**src/rtl/core/tdcits_pkg.sv**
```systemverilog
package tdcits_pkg;

	localparam int CHANNELS = 2;
	localparam int CH_W = $clog2(CHANNELS);
	localparam logic [CH_W-1:0] CH_A_IDX = CH_W'(0);
	localparam logic [CH_W-1:0] CH_B_IDX = CH_W'(1);

	// Both queue depths are powers of two so the pointers wrap by themselves.
	localparam int CMD_DEPTH = 2;
	localparam int CMD_PTR_W = $clog2(CMD_DEPTH);
	localparam int RES_DEPTH = 4;
	localparam int RES_PTR_W = $clog2(RES_DEPTH);

	localparam int CFG_INDEX_W = 1;
	localparam int CFG_DATA_W = 30;
	localparam logic [CFG_INDEX_W-1:0] CFG_RESULT_MODE = CFG_INDEX_W'(0);
	localparam logic [CFG_INDEX_W-1:0] CFG_COARSE_TICK = CFG_INDEX_W'(1);

	localparam logic [29:0] TICK_RESET = 30'd100000000;

	// One second in ps, and its split around bit 32: 232 * 2^32 + 3567587328.
	localparam logic [39:0] PS_IN_SECOND = 40'd1000000000000;
	localparam logic [31:0] PS_IN_SECOND_LO = 32'd3567587328;
	localparam logic [7:0] PS_IN_SECOND_HI = 8'd232;

	localparam logic [2:0] KIND_STAMP = 3'd0;
	localparam logic [2:0] KIND_INTERVAL = 3'd1;
	localparam logic [2:0] KIND_PERIOD = 3'd2;
	localparam logic [2:0] KIND_CH_A = 3'd3;
	localparam logic [2:0] KIND_CH_B = 3'd4;
	localparam logic [2:0] KIND_CH_C = 3'd5;
	localparam logic [2:0] KIND_LOST = 3'd6;
	localparam logic [2:0] KIND_RESTORED = 3'd7;

	typedef enum logic [1:0] {
		REQ_COARSE,
		REQ_STOP,
		REQ_FINE,
		REQ_CHECK
	} req_t;

	typedef enum logic [1:0] {
		MODE_STAMP,
		MODE_A_TO_B,
		MODE_CYCLE,
		MODE_TRIPLE
	} mode_t;

	typedef enum logic [2:0] {
		EX_IDLE,
		EX_MUL,
		EX_CALC,
		EX_UPD,
		EX_ADDC,
		EX_EMIT
	} exec_state_t;

	typedef struct packed {
		logic [1:0]  req_type;
		logic        channel;
		logic [33:0] fine_time_ps;
	} in_item_t;

	typedef struct packed {
		logic [2:0]         result_kind;
		logic               result_channel;
		logic signed [63:0] value_ps;
		logic               last_of_run;
	} out_item_t;

	typedef struct packed {
		req_t            op;
		logic [CH_W-1:0] channel;
		logic [33:0]     fine_ps;
	} cmd_t;

endpackage

```
**src/rtl/core/tdcits_resq.sv**
```systemverilog
module tdcits_resq (
	input  logic                  clk,
	input  logic                  arst_n,
	input  logic                  res_push,
	output logic                  res_full,
	input  tdcits_pkg::out_item_t res_item,
	output logic                  empty,
	input  logic                  pop,
	output tdcits_pkg::out_item_t out_item
);
	import tdcits_pkg::*;

	out_item_t            slot_q [RES_DEPTH];
	logic [RES_PTR_W-1:0] wr_ptr_q;
	logic [RES_PTR_W-1:0] rd_ptr_q;
	logic [RES_PTR_W:0]   cnt_q;
	logic                 wr_go;
	logic                 rd_go;

	assign res_full = (cnt_q == (RES_PTR_W+1)'(RES_DEPTH));
	assign empty = (cnt_q == '0);
	assign wr_go = res_push && !res_full;
	assign rd_go = pop && !empty;
	assign out_item = slot_q[rd_ptr_q];

	always_ff @(posedge clk or negedge arst_n) begin
		if (!arst_n) begin
			wr_ptr_q <= '0;
			rd_ptr_q <= '0;
			cnt_q <= '0;
		end else begin
			if (wr_go) begin
				wr_ptr_q <= wr_ptr_q + 1'b1;
			end
			if (rd_go) begin
				rd_ptr_q <= rd_ptr_q + 1'b1;
			end
			if (wr_go && !rd_go) begin
				cnt_q <= cnt_q + 1'b1;
			end else if (rd_go && !wr_go) begin
				cnt_q <= cnt_q - 1'b1;
			end
		end
	end

	always_ff @(posedge clk) begin
		if (wr_go) begin
			slot_q[wr_ptr_q] <= res_item;
		end
	end

endmodule

```
**config.mk**
```make
export PLATFORM = sky130hd
export DESIGN_NAME = tdcits_resq
export DESIGN_NICKNAME = d
export VERILOG_FILES = /design/src/rtl/core/tdcits_pkg.sv /design/src/rtl/core/tdcits_resq.sv
export SDC_FILE = /design/constraint.sdc
export NUM_CORES = 1
export LEC_CHECK = 0
export BUFFER_PORTS_ARGS = -buffer_cell sky130_fd_sc_hd__buf_2
export CELL_PAD_IN_SITES_DETAIL_PLACEMENT = 1
export CELL_PAD_IN_SITES_GLOBAL_PLACEMENT = 1
export CORE_UTILIZATION = 54
export DETAILED_ROUTE_END_ITERATION = 8
export GPL_TIMING_DRIVEN = 0
export PLACE_DENSITY = 0.93
export SYNTH_ARGS = -nofsm -noshare
export SYNTH_HDL_FRONTEND = slang
export SYNTH_SLANG_ARGS = --single-unit
```
**constraint.sdc**
```tcl
create_clock -name clk -period 6.2 [get_ports clk]
set_clock_uncertainty 0.05 [all_clocks]
set_input_delay 0.62 -clock clk [delete_from_list [all_inputs] [get_ports clk]]
set_output_delay 0.62 -clock clk [all_outputs]
set_load 0.01 [all_outputs]
```
==> flow_summary.json, run 1 <==
{
  "outcome": "completed",
  "cp_cell_sequence": "clkbuf_1 -> buf_2 -> mux4_2 -> buf_2",
  "routed_wl_mm": 20.6,
  "vias_per_cell": 5.54,
  "synth_cell_types": 22,
  "hold_class": "primary input to register",
  "ctsResizeCount": 0,
  "critPathRequiredTime_ns": 5.53,
  "period_needed_ns": 2.95,
  "tightestPinTransition_ns": 0.619,
  "wl_per_cell_um": 24.0,
  "track_usage_pct": 21.3,
  "rows": 50,
  "antenna_found_initial": 2,
  "clk_pin_slew_ns": 0.06,
  "mostFrequentLayoutCell": "edfxtp_1",
  "critical_path_class": "register to output port",
  "fmax_mhz": 339,
  "p_total_w": 0.00617,
  "clk_latency_ns": 0.52,
  "ios": 144,
  "dieArea_sq_um": 19900,
  "overflow": 0,
  "synth_area_per_cell_sq_um": 26.3,
  "worstHoldPathCells": 1,
  "fp.dieH_um": 141,
  "regArea_sq_um": 8460,
  "fin_nets": 654,
  "timing.rr.end": "cnt_q[2]",
  "worstSetupStartpointType": "register",
  "yosys-top-cells-area": "edfxtp_1 79%, mux4_2 15%, dfrtp_1 1.7%",
  "drtAntennaViolNets": 0,
  "setup_slack_ns": 3.25,
  "route.detailed.drc": 0,
  "powerDensity_nw_per_um2": 493,
  "synth_mux_area_share_pct": 15.2,
  "vdd_drop_max_v": 0.000332,
  "num_vias": 4753,
  "multiInputGateArea_sq_um": 1790,
  "cpMaxStageDelayCell": "clkbuf_1",
  "grt_pass1_vias": 5432,
  "h-tree-depth": 1,
  "routabilityCongestion": 0.675,
  "relSlewSlack_pct": 58.7,
  "clock-sinks": 283,
  "most-common-layout-cells": "276 x edfxtp_1, 151 x buf_2, 68 x mux4_2",
  "drtPass1Iterations": 4,
  "crit_buf_inv": 3,
  "fin_util_pct": 66.6,
  "netlist_area_sq_um": 10500,
  "maxSlewViolCount": 0,
  "dpl.hpwl_mm": 12.9,
  "numCtsBuffers": 28,
  "critPathArrivalTime_ns": 2.28,
  "yosys.area_share.simple_pct": 0.598,
  "fp.dieW_um": 141,
  "synth_top_area_share_pct": 79.3,
  "cts_tree": "done",
  "ys_seq_elements": 283,
  "hold_start": "res_item[9]",
  "ff2ff_setup_slack_ns": 3.95,
  "drive_above_1_share_pct": 47.6,
  "max_stage_delay_ns": 0.48,
  "grt_pass1_wl_mm": 31.1,
  "critPathMaxFanout": 10,
  "dpl_cell_area_sq_um": 11600,
  "syn_nets": 476,
  "coreArea_sq_um": 18800,
  "fin_area_sq_um": 12500,
  "cts_setup_buffers": 0,
  "cp_common_cell": "buf_2",
  "grt_max_degree": 57,
  "area_delta_synth_final_pct": 19.9,
  "dp_slack_ns": 3.77,
  "finalHoldViolations": 0,
  "rsz0062_at_grt": "false",
  "n_fill_cell": 1503,
  "critPathLaunch": "rd_ptr_q[1]",
  "p_leak_nw": 4.36,
  "first_iter_violations": 234,
  "numPortBuffers": 143,
  "synth_xor_area_share_pct": 0.503,
  "timing.rr.start": "cnt_q[0]",
  "synth_compound_area_share_pct": 0,
  "yosysWarnings": 0,
  "cp-end-kind": "output port",
  "syn_inst": 397,
  "cp_top_family": "buffers and inverters",
  "synth_fa_ha_area_share_pct": 0.790,
  "maxCapViolCount": 0,
  "initial_utilization_pct": 55.5,
  "reg2reg_depth": 8,
  "post-synth-top-area-cell": "edfxtp_1",
  "hold-path-endpoint": "slot_q[0][9]",
  "setup_viol": 0,
  "ys_seq_area_share_pct": 80.9,
  "timing.final.crit_share_pct": 47.6,
  "synth_top_family_by_area": "multiplexers",
  "tns_ns": 0,
  "cts_root_buf": "clkbuf_16",
  "cts.path.max_buffers": 3
}
worst max path at each step:
stage / endpoint / slack (ns) / cells past startpoint
CTS: out_item[15] / 3.21 / 4
global placement: slot_q[0][8] / 1.95 / 4
finish: out_item[19] / 3.25 / 4
global route: out_item[15] / 3.11 / 4
detailed placement: out_item[15] / 3.77 / 4
floorplan: slot_q[0][0] / 3.19 / 3
cell usage after synthesis:
master and instances:
and2_1 4, buf_12 7, buf_2 8, buf_6 1, clkbuf_1 1, dfrtp_1 7
edfxtp_1 276, fa_1 1, ha_1 5, inv_1 4, mux2_2 1, mux2_4 1
mux4_1 1, mux4_2 68, nand2_1 1, nand3_1 1, nor2_1 1, nor2b_1 1
nor3b_2 1, or3_1 1, xnor2_1 4, xor2_1 2
power breakdown:
group	leakage, nW	total (W)	internal (W)	switching [W]
Sequential	2.61	0.00264	0.00253	0.000107
Clock	0.465	0.00166	0.000982	0.000679
Combinational	1.29	0.00188	0.000891	0.000985
metal layers:
| metal | part of all wire, % | global-route usage [%] | wire length, um |
|---|---|---|---|
| met4 | 1.8 | 5.49 | 380 |
| met5 | 0.044 | 0.501 | 9 |
| met2 | 54 | 38.3 | 11100 |
| met1 | 39 | 26.8 | 8060 |
| met3 | 4.9 | 3.97 | 1000 |
repair_timing:
action | CTS | global route
hold buffers | 1 | 0
hold endpoints to repair | 7 | 0
endpoints found under the setup margin | 0 | 0
final cells by class:
class	instances	share of cell area, %
timing repair buffer	148	6.55
clock buffer	37	6.35
clock inverter	15	0.978
multi-input combinational	93	14.3
tap	260	2.60
sequential	283	67.5
inverter	4	0.120
antenna	1	0.0200
buffer	17	1.56
metrics by stage:
step / std cells / hold slack [ns]
2_1_floorplan: 397 / 0.274
3_3_place_gp: 800 / 0.404
3_5_place_dp: 804 / 0.416
4_1_cts: 857 / 0.228
5_1_grt: 857 / 0.239
6_report: 858 / 0.254
flip-flops by register name (all words and copies together), names as in the netlist:
signal    count
cnt_q         3
rd_ptr_q      2
slot_q      276
wr_ptr_q      2
cells by family (layout without fill, tap and decap cells):
logic type	after synthesis	in the layout
and+or+nand+nor	10	10
DFF	283	283
other	0	1
buffers and inverters	21	221
muxes	71	71
adders and majority gates	6	6
xor gates and xnor gates	6	6
worst reg2reg max path: cells and delay by family (launching register included):
family                     cells  cell delay (ns)
adders and majority gates      2             0.57
xor gates and xnor gates       2             0.33
DFF                            1             0.46
buffers and inverters          1             0.07
and+or+nand+nor                3             0.69
(Power assumes the default switching activity.)
==> run 2, diff against run 1 <==
--- a/config.mk
+++ b/config.mk
@@ -5,13 +5,14 @@
 export SDC_FILE = /design/constraint.sdc
 export NUM_CORES = 1
 export LEC_CHECK = 0
+export ABC_AREA = 1
 export BUFFER_PORTS_ARGS = -buffer_cell sky130_fd_sc_hd__buf_2
 export CELL_PAD_IN_SITES_DETAIL_PLACEMENT = 1
 export CELL_PAD_IN_SITES_GLOBAL_PLACEMENT = 1
-export CORE_UTILIZATION = 54
+export CORE_UTILIZATION = 48
 export DETAILED_ROUTE_END_ITERATION = 8
 export GPL_TIMING_DRIVEN = 0
-export PLACE_DENSITY = 0.93
+export PLACE_DENSITY = 0.89
 export SYNTH_ARGS = -nofsm -noshare
 export SYNTH_HDL_FRONTEND = slang
 export SYNTH_SLANG_ARGS = --single-unit
==> constraint.sdc (replaced) <==
create_clock -name clk -period 2.81 [get_ports clk]
set_clock_uncertainty 0.05 [all_clocks]
set_input_delay 0.281 -clock clk [delete_from_list [all_inputs] [get_ports clk]]
set_output_delay 0.281 -clock clk [all_outputs]
set_load 0.01 [all_outputs]
==> run 2 against run 1 <==
Effect of this change: register-to-register slack worse by 3.5 ns; sequential share of layout area is 11 points lower; via count rose by 66%; power increased to 2.7 times the previous value; synthesized area is 13% higher; critical path type unchanged; critical endpoint is now out_item[4]; largest cell class unchanged; highest routed layer unchanged.
==> flow_summary.json, run 2 <==
{
  "outcome": "completed",
  "critPathRequiredTime_ns": 2.48,
  "fin_nets": 1199,
  "netlist_area_sq_um": 11800,
  "routed_wl_mm": 32.9,
  "ctsHoldBuffers": 71,
  "antenna_found_initial": 1,
  "ys_seq_area_share_pct": 71.9,
  "antenna-diode-count": 0,
  "finalHoldViolations": 0,
  "placedCellCount": 1336,
  "dp_slack_ns": 0.434,
  "setup_viol": 0,
  "drive_above_1_share_pct": 27.1,
  "grt_max_degree": 31,
  "wl_per_cell_um": 22.5,
  "grt_pass1_wl_mm": 49.9,
  "synth-edff-count": 276,
  "overflow": 0,
  "area_delta_synth_final_pct": 26.8,
  "reg.largest.list": "slot_q: 276 flops, cnt_q: 3 flops",
  "cts_tree": "done",
  "clock-sinks": 283,
  "route.detailed.drc": 0,
  "clk_latency_ns": 0.55,
  "synth_cell_types": 19,
  "synth_area_per_cell_sq_um": 13.6,
  "intPower_w": 0.0105,
  "rows": 56,
  "numPortBuffers": 143,
  "n_fill_cell": 2348,
  "syn_nets": 945,
  "maxSlewViolCount": 0,
  "grt_pass1_vias": 8943,
  "worstSetupStartpointType": "register",
  "timing.final.crit_share_pct": 89.3,
  "post-synth-top-area-cell": "edfxtp_1",
  "most-common-layout-cells": "276 x edfxtp_1, 225 x nand2_1, 153 x buf_2",
  "swShare_pct": 36.2,
  "fp.dieH_um": 159,
  "cts.path.max_buffers": 3,
  "timing.rr.start": "cnt_q[0]",
  "relSlewSlack_pct": 49.0,
  "track_usage_pct": 27.1,
  "cts_setup_buffers": 0,
  "mostFrequentLayoutCell": "edfxtp_1",
  "ys_seq_elements": 283,
  "drtAntennaViolNets": 0,
  "power_frac_comb_pct": 37.0,
  "h-tree-depth": 1,
  "dpl.hpwl_mm": 19.8,
  "routabilityCongestion": 0.734,
  "critical_path_class": "register to output port",
  "synth.most_common_cell": "edfxtp_1",
  "powerDensity_nw_per_um2": 1100,
  "vdd_drop_max_v": 0.000853,
  "drtPass1Iterations": 5,
  "rsz0062_at_grt": "false",
  "synth_top_area_share_pct": 70.5,
  "initial_utilization_pct": 49.5,
  "yosys-top-cells-area": "edfxtp_1 70%, nand2_1 7.2%, o211ai_2 6.5%",
  "power_frac_clock_pct": 27.4,
  "p_leak_nw": 6.16,
  "syn_inst": 866,
  "period_needed_ns": 2.51,
  "largest_register": "slot_q",
  "ios": 144,
  "num_vias": 7875,
  "first_iter_violations": 495,
  "critPathArrivalTime_ns": 2.18,
  "largest_reg_flops": 276,
  "cp-end-kind": "output port",
  "synth_flop_cell": "edfxtp_1",
  "fmax_mhz": 399,
  "fp.dieW_um": 159,
  "numCtsBuffers": 30,
  "critPathMaxFanout": 10,
  "power_frac_seq_pct": 35.6,
  "synth_commonest_cells": "276 x edfxtp_1, 225 x nand2_1, 151 x inv_1",
  "maxCapViolCount": 0,
  "ctsResizeCount": 0,
  "clk_pin_slew_ns": 0.06,
  "dieArea_sq_um": 25100,
  "fin_util_pct": 62.8,
  "setup_slack_ns": 0.301,
  "critPathLaunch": "rd_ptr_q[0]",
  "vias_per_cell": 5.38,
  "final_cells": 1463,
  "p_switching_w": 0.00594,
  "tightestPinTransition_ns": 0.763,
  "yosysWarnings": 0,
  "async_flop_share_pct": 2.47,
  "hold_start": "pop",
  "cts_root_buf": "clkbuf_16",
  "hold_class": "primary input to register",
  "coreArea_sq_um": 23800
}
## run 2: critical path, stage by stage, from the launching register on
cell	delay [ns]
dfrtp_1	0.43
inv_4	0.17
clkbuf_1	0.45
nand2_1	0.15
o211ai_1	0.15
nand2_1	0.12
buf_2	0.16
## run 2: worst paths after layout
check	endpoint	slack, ns	depth (start not counted)
min reg2reg	cnt_q[2]	0.49	2
max reg2reg	slot_q[3][66]	0.45	5
max in group asynchronous	cnt_q[0]	2.46	2
max	out_item[4]	0.30	6
min in group asynchronous	cnt_q[2]	0.07	2
min	rd_ptr_q[1]	0.01	3
## run 2: kinds of logic (layout without fill, tap and decap cells)
| family | after synthesis | after routing | synth area share, % |
|---|---|---|---|
| and+or+nand+nor | 237 | 237 | 7.66 |
| adders and majority gates | 6 | 6 | 0.702 |
| DFF | 283 | 283 | 71.9 |
| buffers and inverters | 200 | 478 | 8.17 |
| AOI/OAI and AO/OA | 139 | 139 | 11.4 |
| xor gates and xnor gates | 1 | 1 | 0.0745 |
## run 2: final cells by class
cell class,count,area (sq um),area share (%)
inverters,155,584,3.92
repair buffers,222,1590,10.6
plain buffers,45,377,2.53
clock buffers,36,825,5.53
well taps,319,399,2.68
multi-input cells,383,2370,15.9
clock inverters,20,308,2.06
flip-flops and latches,283,8460,56.8
## run 2: per-layer routing
| layer | part of all wire (%) | vias up | global-route usage [%] |
|---|---|---|---|
| met1 | 39 | 4035 | 31.6 |
| met5 | 0.039 | - | 0 |
| met2 | 54 | 233 | 50.1 |
| met3 | 3.7 | 77 | 3.67 |
| met4 | 3.2 | 2 | 10.8 |
| li1 | - | 3528 | - |
## run 2: through the flow
step	TNS, ns	cell area, sq um	hold WS (ns)	total power [W]
4_1_cts	0	14900	0.00227	0.0164
3_5_place_dp	0	13100	0.0884	0.0118
2_1_floorplan	-62.12	11800	-0.0646	0.00939
5_1_grt	0	14900	0.00859	0.0171
6_report	0	14900	0.0121	0.0164
3_3_place_gp	-468.78	12900	0.0768	0.0114
## run 2: power by group through the flow
stage               sequential, W  combinational (W)  clock, W
global route              0.00589            0.00655   0.00467
global placement          0.00591            0.00545         0
finish                    0.00584            0.00607   0.00449
CTS                       0.00583            0.00603   0.00451
floorplan                 0.00585            0.00354         0
detailed placement        0.00590            0.00587         0
