**src/rtl/core/tdcits_pkg.sv**
```systemverilog
package tdcits_pkg;

	localparam int CHANNELS = 2;
	localparam int CH_W = $clog2(CHANNELS);
	localparam logic [CH_W-1:0] CH_A_IDX = CH_W'(0);
	localparam logic [CH_W-1:0] CH_B_IDX = CH_W'(1);

	// Both queue depths are powers of two so the pointers wrap by themselves.
	localparam int CMD_DEPTH = 2;
	localparam int CMD_PTR_W = $clog2(CMD_DEPTH);
	localparam int RES_DEPTH = 4;
	localparam int RES_PTR_W = $clog2(RES_DEPTH);

	localparam int CFG_INDEX_W = 1;
	localparam int CFG_DATA_W = 30;
	localparam logic [CFG_INDEX_W-1:0] CFG_RESULT_MODE = CFG_INDEX_W'(0);
	localparam logic [CFG_INDEX_W-1:0] CFG_COARSE_TICK = CFG_INDEX_W'(1);

	localparam logic [29:0] TICK_RESET = 30'd100000000;

	// One second in ps, and its split around bit 32: 232 * 2^32 + 3567587328.
	localparam logic [39:0] PS_IN_SECOND = 40'd1000000000000;
	localparam logic [31:0] PS_IN_SECOND_LO = 32'd3567587328;
	localparam logic [7:0] PS_IN_SECOND_HI = 8'd232;

	localparam logic [2:0] KIND_STAMP = 3'd0;
	localparam logic [2:0] KIND_INTERVAL = 3'd1;
	localparam logic [2:0] KIND_PERIOD = 3'd2;
	localparam logic [2:0] KIND_CH_A = 3'd3;
	localparam logic [2:0] KIND_CH_B = 3'd4;
	localparam logic [2:0] KIND_CH_C = 3'd5;
	localparam logic [2:0] KIND_LOST = 3'd6;
	localparam logic [2:0] KIND_RESTORED = 3'd7;

	typedef enum logic [1:0] {
		REQ_COARSE,
		REQ_STOP,
		REQ_FINE,
		REQ_CHECK
	} req_t;

	typedef enum logic [1:0] {
		MODE_STAMP,
		MODE_A_TO_B,
		MODE_CYCLE,
		MODE_TRIPLE
	} mode_t;

	typedef enum logic [2:0] {
		EX_IDLE,
		EX_MUL,
		EX_CALC,
		EX_UPD,
		EX_ADDC,
		EX_EMIT
	} exec_state_t;

	typedef struct packed {
		logic [1:0]  req_type;
		logic        channel;
		logic [33:0] fine_time_ps;
	} in_item_t;

	typedef struct packed {
		logic [2:0]         result_kind;
		logic               result_channel;
		logic signed [63:0] value_ps;
		logic               last_of_run;
	} out_item_t;

	typedef struct packed {
		req_t            op;
		logic [CH_W-1:0] channel;
		logic [33:0]     fine_ps;
	} cmd_t;

endpackage

```
**src/rtl/core/tdcits_front.sv**
```systemverilog
module tdcits_front (
	input  logic                 clk,
	input  logic                 arst_n,
	input  logic                 push,
	output logic                 full,
	input  tdcits_pkg::in_item_t in_item,
	output logic                 cmd_valid,
	input  logic                 cmd_take,
	output tdcits_pkg::cmd_t     cmd
);
	import tdcits_pkg::*;

	cmd_t                 slot_q [CMD_DEPTH];
	logic [CMD_PTR_W-1:0] wr_ptr_q;
	logic [CMD_PTR_W-1:0] rd_ptr_q;
	logic [CMD_PTR_W:0]   cnt_q;
	logic                 wr_go;
	logic                 rd_go;
	cmd_t                 cmd_in;

	assign full = (cnt_q == (CMD_PTR_W+1)'(CMD_DEPTH));
	assign cmd_valid = (cnt_q != '0);
	assign wr_go = push && !full;
	assign rd_go = cmd_take && cmd_valid;
	assign cmd = slot_q[rd_ptr_q];

	always_comb begin
		cmd_in.op = req_t'(in_item.req_type);
		cmd_in.channel = CH_W'(in_item.channel);
		cmd_in.fine_ps = in_item.fine_time_ps;
	end

	always_ff @(posedge clk or negedge arst_n) begin
		if (!arst_n) begin
			wr_ptr_q <= '0;
			rd_ptr_q <= '0;
			cnt_q <= '0;
		end else begin
			if (wr_go) begin
				wr_ptr_q <= wr_ptr_q + 1'b1;
			end
			if (rd_go) begin
				rd_ptr_q <= rd_ptr_q + 1'b1;
			end
			if (wr_go && !rd_go) begin
				cnt_q <= cnt_q + 1'b1;
			end else if (rd_go && !wr_go) begin
				cnt_q <= cnt_q - 1'b1;
			end
		end
	end

	always_ff @(posedge clk) begin
		if (wr_go) begin
			slot_q[wr_ptr_q] <= cmd_in;
		end
	end

endmodule

```
**config.mk**
```make
export PLATFORM = sky130hd
export DESIGN_NAME = tdcits_front
export DESIGN_NICKNAME = d
export VERILOG_FILES = /design/src/rtl/core/tdcits_pkg.sv /design/src/rtl/core/tdcits_front.sv
export SDC_FILE = /design/constraint.sdc
export NUM_CORES = 1
export LEC_CHECK = 0
export ABC_AREA = 1
export BUFFER_PORTS_ARGS = -buffer_cell sky130_fd_sc_hd__clkbuf_2
export CORE_ASPECT_RATIO = 0.7
export CORE_MARGIN = 4
export CORE_UTILIZATION = 54
export CTS_BUF_LIST = sky130_fd_sc_hd__clkbuf_8
export CTS_CLUSTER_SIZE = 8
export DETAILED_ROUTE_END_ITERATION = 8
export PLACE_DENSITY = 0.88
export SYNTH_ARGS = -nofsm -noshare
export SYNTH_HDL_FRONTEND = slang
export SYNTH_SLANG_ARGS = --single-unit
```
**constraint.sdc**
```tcl
create_clock -name clk -period 3.8 [get_ports clk]
set_clock_uncertainty 0.1 [all_clocks]
set_input_delay 0.38 -clock clk [delete_from_list [all_inputs] [get_ports clk]]
set_output_delay 0.38 -clock clk [all_outputs]
set_load 0.02 [all_outputs]
```
==> results.sh, run 1 <==
export IMPL_firstDrtPassIters=4
export IMPL_setup_ws_ps=1600
export IMPL_num_rows=22
export IMPL_wire_per_inst_um=13.0
export IMPL_p_per_area_nw_per_um2=798
export IMPL_ff_latch_area_um2=2320
export IMPL_critPathBufInv=3
export IMPL_fin_crit_sh_pct=57.9
export IMPL_cpMaxStageDelayCell="inv_1"
export IMPL_initial_core_util_pct=55.8
export IMPL_p_leak_uw=0.00160
export IMPL_drv_slew=0
export IMPL_min_period_ps=2200
export IMPL_grt_max_degree=39
export IMPL_synth_area_um2=2930
export IMPL_dp_slack_ps=1570
export IMPL_synth_seq_area_share_pct=79.1
export IMPL_cts_buffers=9
export IMPL_worstHoldPathType="in2reg"
export IMPL_critPathRequiredTime_ps=3720
export IMPL_antenna_found_initial=0
export IMPL_yosys_warnings=0
export IMPL_die_w_um=96.1
export IMPL_htreeDepth=3
export IMPL_die_y_um=69.7
export IMPL_root_buffer="clkbuf_8"
export IMPL_cp_max_fo=19
export IMPL_drive_above_1_share_pct=30.8
export IMPL_r2r_end="slot_q[0][21]$_DFFE_PP_"
export IMPL_drt_iter0_drc=119
export IMPL_synth_seq_cells=78
export IMPL_setup_viol=0
export IMPL_synth_distinct_cells=14
export IMPL_hold_viol_final=0
export IMPL_worstSetupStartpointType="flop"
export IMPL_yosysTopAreaCell="edfxtp_1"
export IMPL_worst_pin_slew_ps=1040
export IMPL_routed_wirelength_um=5040
export IMPL_dieArea_um2=6700
export IMPL_crit_family="buffers and inverters"
export IMPL_multi_input_area_um2=519
export IMPL_post_route_drc_count=0
export IMPL_clock_latency_ps=330
export IMPL_core_area_um2=5260
export IMPL_overflow=0
export IMPL_setup_tns_ps=0
export IMPL_cp_arrival_ps=2120
export IMPL_clockBufferDepth=2
export IMPL_diodes=0
export IMPL_vias_per_cell=4.63
export IMPL_cp_startpoint="cnt_q[1]$_DFFE_PN0P_"
export IMPL_syn_area_per_cell_um2=13.0
export IMPL_hold_end="slot_q[1][12]$_DFFE_PP_"
export IMPL_vdd_ir_drop_worst_mv=0.455
export IMPL_cts_sinks=78
export IMPL_io_buffers=79
export IMPL_first_global_vias=1757
export IMPL_max_freq_mhz=455
export IMPL_cts_setup_buffers=0
export IMPL_synthCells=225
export IMPL_slowest_delay_ps=540
export IMPL_rsz0062_at_grt="no"
export IMPL_final_nets=352
export IMPL_endpoint_kind="flop"
export IMPL_area_growth_pct=21.8
export IMPL_relSlewSlack_pct=30.8
export IMPL_reg2reg_depth=6
export IMPL_min_from="in_item[12]"
export IMPL_syn_num_nets=267
export IMPL_place_gp_congestion=0.782
export IMPL_ios=80
export IMPL_maxCapViolCount=0
export IMPL_vias=1790
export IMPL_netlist_area_leader_share_pct=75.7
export IMPL_r2r_slack_ps=1600
export IMPL_cp_cell_sequence="inv_1 -> nor2_1 -> nor2_1 -> nand2_1 -> inv_1 -> buf_4"
export IMPL_status="finished, final reports clean"
export IMPL_dpl_hpwl_um=3380
export IMPL_cts_reportedPaths_clkPinSlew_ps=80
export IMPL_holdPathStages=1
export IMPL_ant_nets=0
export IMPL_synth_area_leaders="edfxtp_1 76%, nand2_1 16%, dfrtp_1 3.4%"
export IMPL_crit_type="reg2reg"
export IMPL_fill_cells=389
export IMPL_r2r_start="cnt_q[1]$_DFFE_PN0P_"
export IMPL_grt_pass1_wl_um=8000
export IMPL_cts_tree="done"
export IMPL_track_usage_pct=16.5
[routing by layer]
| metal | routed length, um | GRT usage, % |
|---|---|---|
| met5 | 0 | 0 |
| met2 | 2390 | 26.2 |
| met1 | 2160 | 19.4 |
| met3 | 476 | 9.33 |
| met4 | 16 | 4.26 |
[cell families (layout without fill, tap and decap cells)]
group	Yosys count	count (layout)	share of synthesized area [%]
adders and majority gates	1	1	0.426
and+or+nand+nor	128	128	16.5
DFF	78	78	79.1
buffers and inverters	16	106	3.41
AOI/OAI and AO/OA	1	1	0.170
xor gates and xnor gates	1	1	0.299
[where the power goes]
part / switching [uW] / internal, uW
logic: 759 / 289
clock network: 276 / 299
registers: 52.4 / 1180
[cells in the final DEF, fill, tap and decap left out, types with 2 or more instances in the layout]
master and instances:
nand2_1 122, clkbuf_2 79, edfxtp_1 74, inv_1 9, clkbuf_8 9, dfrtp_1 4
nor2_1 2, nand3_1 2, clkinv_4 2, buf_4 2
[worst max-delay path by stage]
stage,cells past startpoint,endpoint,slack [ps]
global placement,6,slot_q[0][30]$_DFFE_PP_,1700
finish,6,slot_q[0][21]$_DFFE_PP_,1600
floorplan,3,slot_q[1][0]$_DFFE_PP_,1150
CTS,6,slot_q[0][6]$_DFFE_PP_,1560
detailed placement,6,slot_q[0][16]$_DFFE_PP_,1570
global route,6,slot_q[0][15]$_DFFE_PP_,1410
[metrics by stage]
stage          total power (uW)  std cells  cell area [um^2]  util [%]  hold slack (ps)
2_1_floorplan              1990        225              2930         -            -15.6
3_3_place_gp               2280        370              3370      64.1             91.5
3_5_place_dp               2310        370              3370      64.1             91.9
4_1_cts                    2880        387              3570      68.0              105
5_1_grt                    3050        387              3570      68.0             89.8
6_report                   2850        387              3570      68.0              125
[cells in the mapped netlist]
master	count
buf_2	2
buf_4	2
buf_6	4
dfrtp_1	4
edfxtp_1	74
ha_1	1
inv_1	7
inv_2	1
nand2_1	122
nand3_1	2
nand4_1	1
nor2_1	3
o21ai_0	1
xnor2_1	1
[final cells by class]
cell class                      count  share of cell area, %
Sequential cell                    78                   65.0
Clock inverter                      7                   1.89
Multi-Input combinational cell    131                   14.5
Tap cell                           72                   2.52
Inverter                            8                  0.840
Timing Repair Buffer               82                   11.8
Clock buffer                        9                   3.47
[state kept, by name, summed over array words and instances (netlist names)]
register  flops
rd_ptr_q      1
wr_ptr_q      1
cnt_q         2
slot_q       74
[repair_timing]
item,in CTS,in global routing
hold endpoints to repair,4,0
hold buffers,1,0
resized for setup,0,0
[worst reg2reg max path: cells and delay by family (launching register included)]
kind / cells / cell delay (ps)
AND/OR/NAND/NOR: 3 / 350
flip-flops: 1 / 390
buffers and inverters: 3 / 1050
Note: power is estimated with default switching activity, not from simulation.
==> inputs of run 2 (changes only) <==
--- a/config.mk
+++ b/config.mk
@@ -9,11 +9,11 @@
 export BUFFER_PORTS_ARGS = -buffer_cell sky130_fd_sc_hd__clkbuf_2
 export CORE_ASPECT_RATIO = 0.7
 export CORE_MARGIN = 4
-export CORE_UTILIZATION = 54
+export CORE_UTILIZATION = 48
 export CTS_BUF_LIST = sky130_fd_sc_hd__clkbuf_8
 export CTS_CLUSTER_SIZE = 8
 export DETAILED_ROUTE_END_ITERATION = 8
-export PLACE_DENSITY = 0.88
+export PLACE_DENSITY = 0.83
 export SYNTH_ARGS = -nofsm -noshare
 export SYNTH_HDL_FRONTEND = slang
 export SYNTH_SLANG_ARGS = --single-unit
==> constraint.sdc (replaced) <==
create_clock -name clk -period 1.9 [get_ports clk]
set_clock_uncertainty 0.1 [all_clocks]
set_input_delay 0.19 -clock clk [delete_from_list [all_inputs] [get_ports clk]]
set_output_delay 0.19 -clock clk [all_outputs]
set_load 0.02 [all_outputs]
==> run 2 against run 1 <==
Highest routed layer unchanged; routed wire length increased by 20%; utilization increased by 0.61 points; critical path type unchanged; fmax increased by 31%.
==> results.sh, run 2 (synthesized netlist as in run 1, its figures left out) <==
export IMPL_firstDrtPassIters=4
export IMPL_endpoint_kind="flop"
export IMPL_dpl_hpwl_um=3860
export IMPL_hold_buffers=39
export IMPL_routed_wl_met2_um=2980
export IMPL_antenna_found_initial=0
export IMPL_setup_tns_ps=0
export IMPL_drv_slew=0
export IMPL_largest_reg_flops=74
export IMPL_cts_reportedPaths_clkPinSlew_ps=70
export IMPL_p_per_area_nw_per_um2=1440
export IMPL_drive_above_1_share_pct=28.3
export IMPL_dieArea_um2=7450
export IMPL_cts_tree="done"
export IMPL_first_global_vias=2044
export IMPL_ios=80
export IMPL_vias=2035
export IMPL_cp_arrival_ps=1670
export IMPL_initial_core_util_pct=50.5
export IMPL_cp_cell_sequence="nor2_2 -> nor2_1 -> nand2_1 -> clkinvlp_4 -> buf_12"
export IMPL_highest_layer="met4"
export IMPL_overflow=0
export IMPL_p_sw_share_pct=38.7
export IMPL_fin_cells=432
export IMPL_wire_per_inst_um=14.0
export IMPL_track_usage_pct=16.9
export IMPL_dp_slack_ps=226
export IMPL_vdd_ir_drop_worst_mv=0.906
export IMPL_clockBufferDepth=2
export IMPL_critPathRequiredTime_ps=1890
export IMPL_mostFrequentLayoutCell="nand2_1"
export IMPL_vias_per_cell=4.71
export IMPL_p_leak_uw=0.00177
export IMPL_largest_register="slot_q"
export IMPL_cts_buffers=9
export IMPL_setup_ws_ps=219
export IMPL_cts_resized=0
export IMPL_relSlewSlack_pct=71.4
export IMPL_worstHoldPathType="in2async"
export IMPL_cpMaxStageDelayCell="dfrtp_1"
export IMPL_status="finished, final reports clean"
export IMPL_core_area_um2=5810
export IMPL_io_buffers=79
export IMPL_final_nets=396
export IMPL_routed_wirelength_um=6040
export IMPL_seqPwrFrac_pct=42.9
export IMPL_final_cell_mix="122 x nand2_1, 79 x clkbuf_2, 74 x edfxtp_1, 39 x dlygate4sd3_1, 9 x clkbuf_8"
export IMPL_grt_pass1_wl_um=9340
export IMPL_worstSetupStartpointType="flop"
export IMPL_place_inst=379
export IMPL_hold_viol_final=0
export IMPL_p_comb_share_pct=40.8
export IMPL_cts_sinks=78
export IMPL_cts_setup_buffers=0
export IMPL_setup_viol=0
export IMPL_fin_crit_sh_pct=88.5
export IMPL_p_clk_share_pct=16.3
export IMPL_num_rows=23
export IMPL_root_buffer="clkbuf_8"
export IMPL_ant_nets=0
export IMPL_rsz0062_at_grt="no"
export IMPL_place_gp_congestion=0.763
export IMPL_largestRegisters="slot_q: 74 flops, cnt_q: 2 flops"
export IMPL_area_growth_pct=35.9
export IMPL_post_route_drc_count=0
export IMPL_grt_max_degree=23
export IMPL_cp_max_fo=15
export IMPL_die_w_um=101
export IMPL_die_y_um=73.4
export IMPL_maxCapViolCount=0
export IMPL_drt_iter0_drc=75
export IMPL_diodes=0
export IMPL_worst_pin_slew_ps=425
export IMPL_p_switching_uw=2220
export IMPL_min_period_ps=1680
export IMPL_max_freq_mhz=595
export IMPL_intPower_uw=3520
export IMPL_clock_latency_ps=330
export IMPL_whs_ps=97.9
export IMPL_fin_util_pct=68.6
export IMPL_htreeDepth=3
export IMPL_slowest_delay_ps=430
export IMPL_m1WireLength_um=2620
export IMPL_crit_type="reg2reg"
export IMPL_wl_met3_um=408
run 2: final cells by class:
cell class | instances | area [um^2]
Clock inverter | 5 | 20.0
Fill cell | 423 | 1830
Inverter | 8 | 33.8
Clock buffer | 9 | 124
Timing Repair Buffer | 126 | 871
Multi-Input combinational cell | 131 | 522
Tap cell | 75 | 93.8
Sequential cell | 78 | 2320
run 2: critical path, delay by kind of cell (launching register included):
family        cells  cell delay, ps
buf+inv           2             580
flops             1             430
simple gates      3             330
run 2: path summary, 6_finish.rpt:
path | start | endpoint | slack (ps) | cells past startpoint
setup / recovery | cnt_q[0]$_DFFE_PN0P_ | slot_q[0][35]$_DFFE_PP_ | 220 | 5
hold reg to reg | cnt_q[1]$_DFFE_PN0P_ | cnt_q[1]$_DFFE_PN0P_ | 390 | 2
min in group clk | push | wr_ptr_q$_DFFE_PN0P_ | 180 | 5
max in group asynchronous | arst_n | rd_ptr_q$_DFFE_PN0P_ | 1470 | 2
hold / removal | arst_n | wr_ptr_q$_DFFE_PN0P_ | 100 | 2
setup reg to reg | cnt_q[0]$_DFFE_PN0P_ | slot_q[0][35]$_DFFE_PP_ | 220 | 5
run 2: through the flow:
stage	total power, uW	cell area (um^2)
floorplan	4000	2950
global placement	4710	3450
detailed placement	4780	3450
CTS	5790	3990
global route	6090	3990
finish	5740	3990
run 2: metal layers:
metal,track usage (%),up-vias
met1,20.6,956
met4,5.31,0
li1,-,1002
met3,5.41,5
met5,0,-
met2,29.1,72
run 2: power groups by stage:
stage                     clock network [uW]  registers (uW)  logic [uW]
after CTS                                977            2460        2350
after global placement                     0            2470        2240
after detailed placement                   0            2490        2280
after floorplan                            0            2470        1530
after global routing                    1050            2490        2560
final                                    936            2460        2340
==> inputs of run 3 (changes only) <==
==> constraint.sdc (replaced) <==
create_clock -name clk -period 1.9 [get_ports clk]
set_clock_uncertainty 0.1 [all_clocks]
set_input_delay 0.57 -clock clk [delete_from_list [all_inputs] [get_ports clk]]
set_output_delay 0.57 -clock clk [all_outputs]
set_load 0.02 [all_outputs]
==> run 3 against run 2 <==
The run now ends with setup timing left; register-to-register slack improved by 170 ps; routed wire length decreased by 0.75%; cell area increased by 6.2%; global-route usage decreased by 0.30 points; die area unchanged; fmax decreased by 16%; critical endpoint is now cmd[16]; critical path depth unchanged; combinational power increased by 45%; worst setup slack got worse by 320 ps; hold slack improved by 210 ps.
==> results.sh, run 3 (synthesized netlist as in run 1, its figures left out) <==
export IMPL_dieArea_um2=7450
export IMPL_crit_family="flip-flops"
export IMPL_holdPathStages=1
export IMPL_hold_viol_final=0
export IMPL_num_rows=23
export IMPL_relSlewSlack_pct=73.6
export IMPL_setup_ws_ps=-97.6
export IMPL_seqPwrFrac_pct=34.0
export IMPL_critPathBufInv=3
export IMPL_grt_pass1_wl_um=8960
export IMPL_vdd_ir_drop_worst_mv=1.04
export IMPL_p_per_area_nw_per_um2=1730
export IMPL_mostFrequentLayoutCell="nand2_1"
export IMPL_final_nets=360
export IMPL_final_cell_mix="85 x nand2_1, 74 x edfxtp_1, 42 x clkbuf_2, 30 x nand2_2, 19 x clkbuf_8"
export IMPL_cts_sinks=78
export IMPL_cts_reportedPaths_clkPinSlew_ps=80
export IMPL_p_clk_share_pct=19.6
export IMPL_largest_reg_flops=74
export IMPL_vias_per_cell=4.80
export IMPL_worst_pin_slew_ps=392
export IMPL_dpl_hpwl_um=3730
export IMPL_htreeDepth=3
export IMPL_rsz0062_at_grt="yes"
export IMPL_root_buffer="clkbuf_8"
export IMPL_r2r_slack_ps=390
export IMPL_setup_viol=37
export IMPL_critPathMostFrequentCell="nand2_2"
export IMPL_place_inst=379
export IMPL_fin_cells=398
export IMPL_overflow=0
export IMPL_cp_max_fo=6
export IMPL_endpoint_kind="primary output"
export IMPL_worstSetupStartpointType="flop"
export IMPL_clock_latency_ps=340
export IMPL_drive_above_1_share_pct=45.2
export IMPL_maxCapViolCount=0
export IMPL_cp_depth=5
export IMPL_slowest_delay_ps=430
export IMPL_wire_per_inst_um=15.1
export IMPL_cp_cell_sequence="clkinv_4 -> clkbuf_16 -> nand2_2 -> nand2_2 -> buf_8"
export IMPL_critPathRequiredTime_ps=1230
export IMPL_ios=80
export IMPL_drv_slew=0
export IMPL_antenna_found_initial=0
export IMPL_core_area_um2=5810
export IMPL_largest_register="slot_q"
export IMPL_p_sw_share_pct=35.0
export IMPL_die_w_um=101
export IMPL_dp_slack_ps=196
export IMPL_cts_setup_buffers=0
export IMPL_area_growth_pct=44.3
export IMPL_p_leak_uw=0.00180
export IMPL_worstHoldPathType="in2reg"
export IMPL_die_y_um=73.4
export IMPL_violations="setup timing"
export IMPL_io_buffers=79
export IMPL_p_comb_share_pct=46.5
export IMPL_initial_core_util_pct=50.5
export IMPL_routed_wirelength_um=5990
export IMPL_cts_tree="done"
export IMPL_cts_buffers=9
export IMPL_crit_type="reg2out"
export IMPL_reg2reg_depth=6
export IMPL_clockBufferDepth=2
export IMPL_post_route_drc_count=0
export IMPL_p_switching_uw=2560
export IMPL_ant_nets=0
export IMPL_setup_tns_ps=-2320
export IMPL_vias=1912
export IMPL_grt_max_degree=24
export IMPL_drt_iter0_drc=66
export IMPL_track_usage_pct=16.6
export IMPL_cpMaxStageDelayCell="dfrtp_2"
export IMPL_firstDrtPassIters=4
export IMPL_cp_arrival_ps=1330
export IMPL_status="complete, but fails checks"
export IMPL_fin_crit_sh_pct=105
export IMPL_intPower_uw=4760
export IMPL_largestRegisters="slot_q: 74 flops, cnt_q: 2 flops"
export IMPL_min_period_ps=2000
export IMPL_diodes=0
export IMPL_place_gp_congestion=0.758
export IMPL_first_global_vias=1920
export IMPL_max_freq_mhz=501
run 3: changes by cell type in the layout (fill, tap and decap cells not counted), sizes merged:
cell and delta:
buf +28, bufinv +3, clkbuf -26, clkinv -1
clkinvlp +1, dlygate4sd3 -38, inv -1
run 3: worst reg2reg max path: cells and delay by family (launching register included):
kind	cells	cell delay, ps
buffers and inverters	3	440
DFF	1	370
and+or+nand+nor	3	300
run 3: power by group through the flow:
stage | sequential [uW] | combinational (uW) | clock (uW)
2_1_floorplan | 2470 | 1530 | 0
3_3_place_gp | 2480 | 2310 | 0
3_5_place_dp | 2490 | 2350 | 0
4_1_cts | 2460 | 2770 | 1470
5_1_grt | 2520 | 3660 | 1540
6_report | 2490 | 3400 | 1430
run 3: worst paths after layout:
kind	startpoint	endpoint
worst min-delay path	in_item[32]	slot_q[1][32]$_DFFE_PP_
worst min register to register	cnt_q[1]$_DFFE_PN0P_	cnt_q[1]$_DFFE_PN0P_
worst max register to register	cnt_q[1]$_DFFE_PN0P_	slot_q[0][0]$_DFFE_PP_
min in group asynchronous	arst_n	cnt_q[0]$_DFFE_PN0P_
worst max-delay path	rd_ptr_q$_DFFE_PN0P_	cmd[16]
max in group asynchronous	arst_n	rd_ptr_q$_DFFE_PN0P_
run 3: layout make-up:
| class | count | area [um^2] |
|---|---|---|
| tap | 75 | 93.8 |
| fill | 408 | 1580 |
| sequential | 78 | 2320 |
| clock buffer | 9 | 124 |
| timing repair buffer | 90 | 890 |
| inverter | 8 | 38.8 |
| multi-input combinational | 131 | 649 |
| clock inverter | 7 | 114 |
run 3: repair_timing:
item | CTS | global route
hold buffers | 1 | 0
gates cloned | 0 | 2
resized for setup | 47 | 108
setup endpoints to repair | 37 | 38
pin swaps | 0 | 4
endpoints found under the hold margin | 4 | 0
run 3: metal layers:
metal | global-route usage [%] | vias up | routed length, um
li1 | - | 938 | -
met1 | 21.0 | 894 | 2470
met2 | 25.6 | 70 | 2940
met3 | 7.40 | 10 | 494
met4 | 6.34 | 0 | 90
met5 | 0 | - | 0
run 3: stage by stage:
step	instance area, um^2	utilization (%)	hold slack, ps	power [uW]
3_3_place_gp	3490	60.0	291	4780
3_5_place_dp	3490	60.0	291	4840
2_1_floorplan	2950	-	174	4000
4_1_cts	3940	67.8	288	6690
6_report	4230	72.8	311	7320
5_1_grt	4230	72.8	286	7720
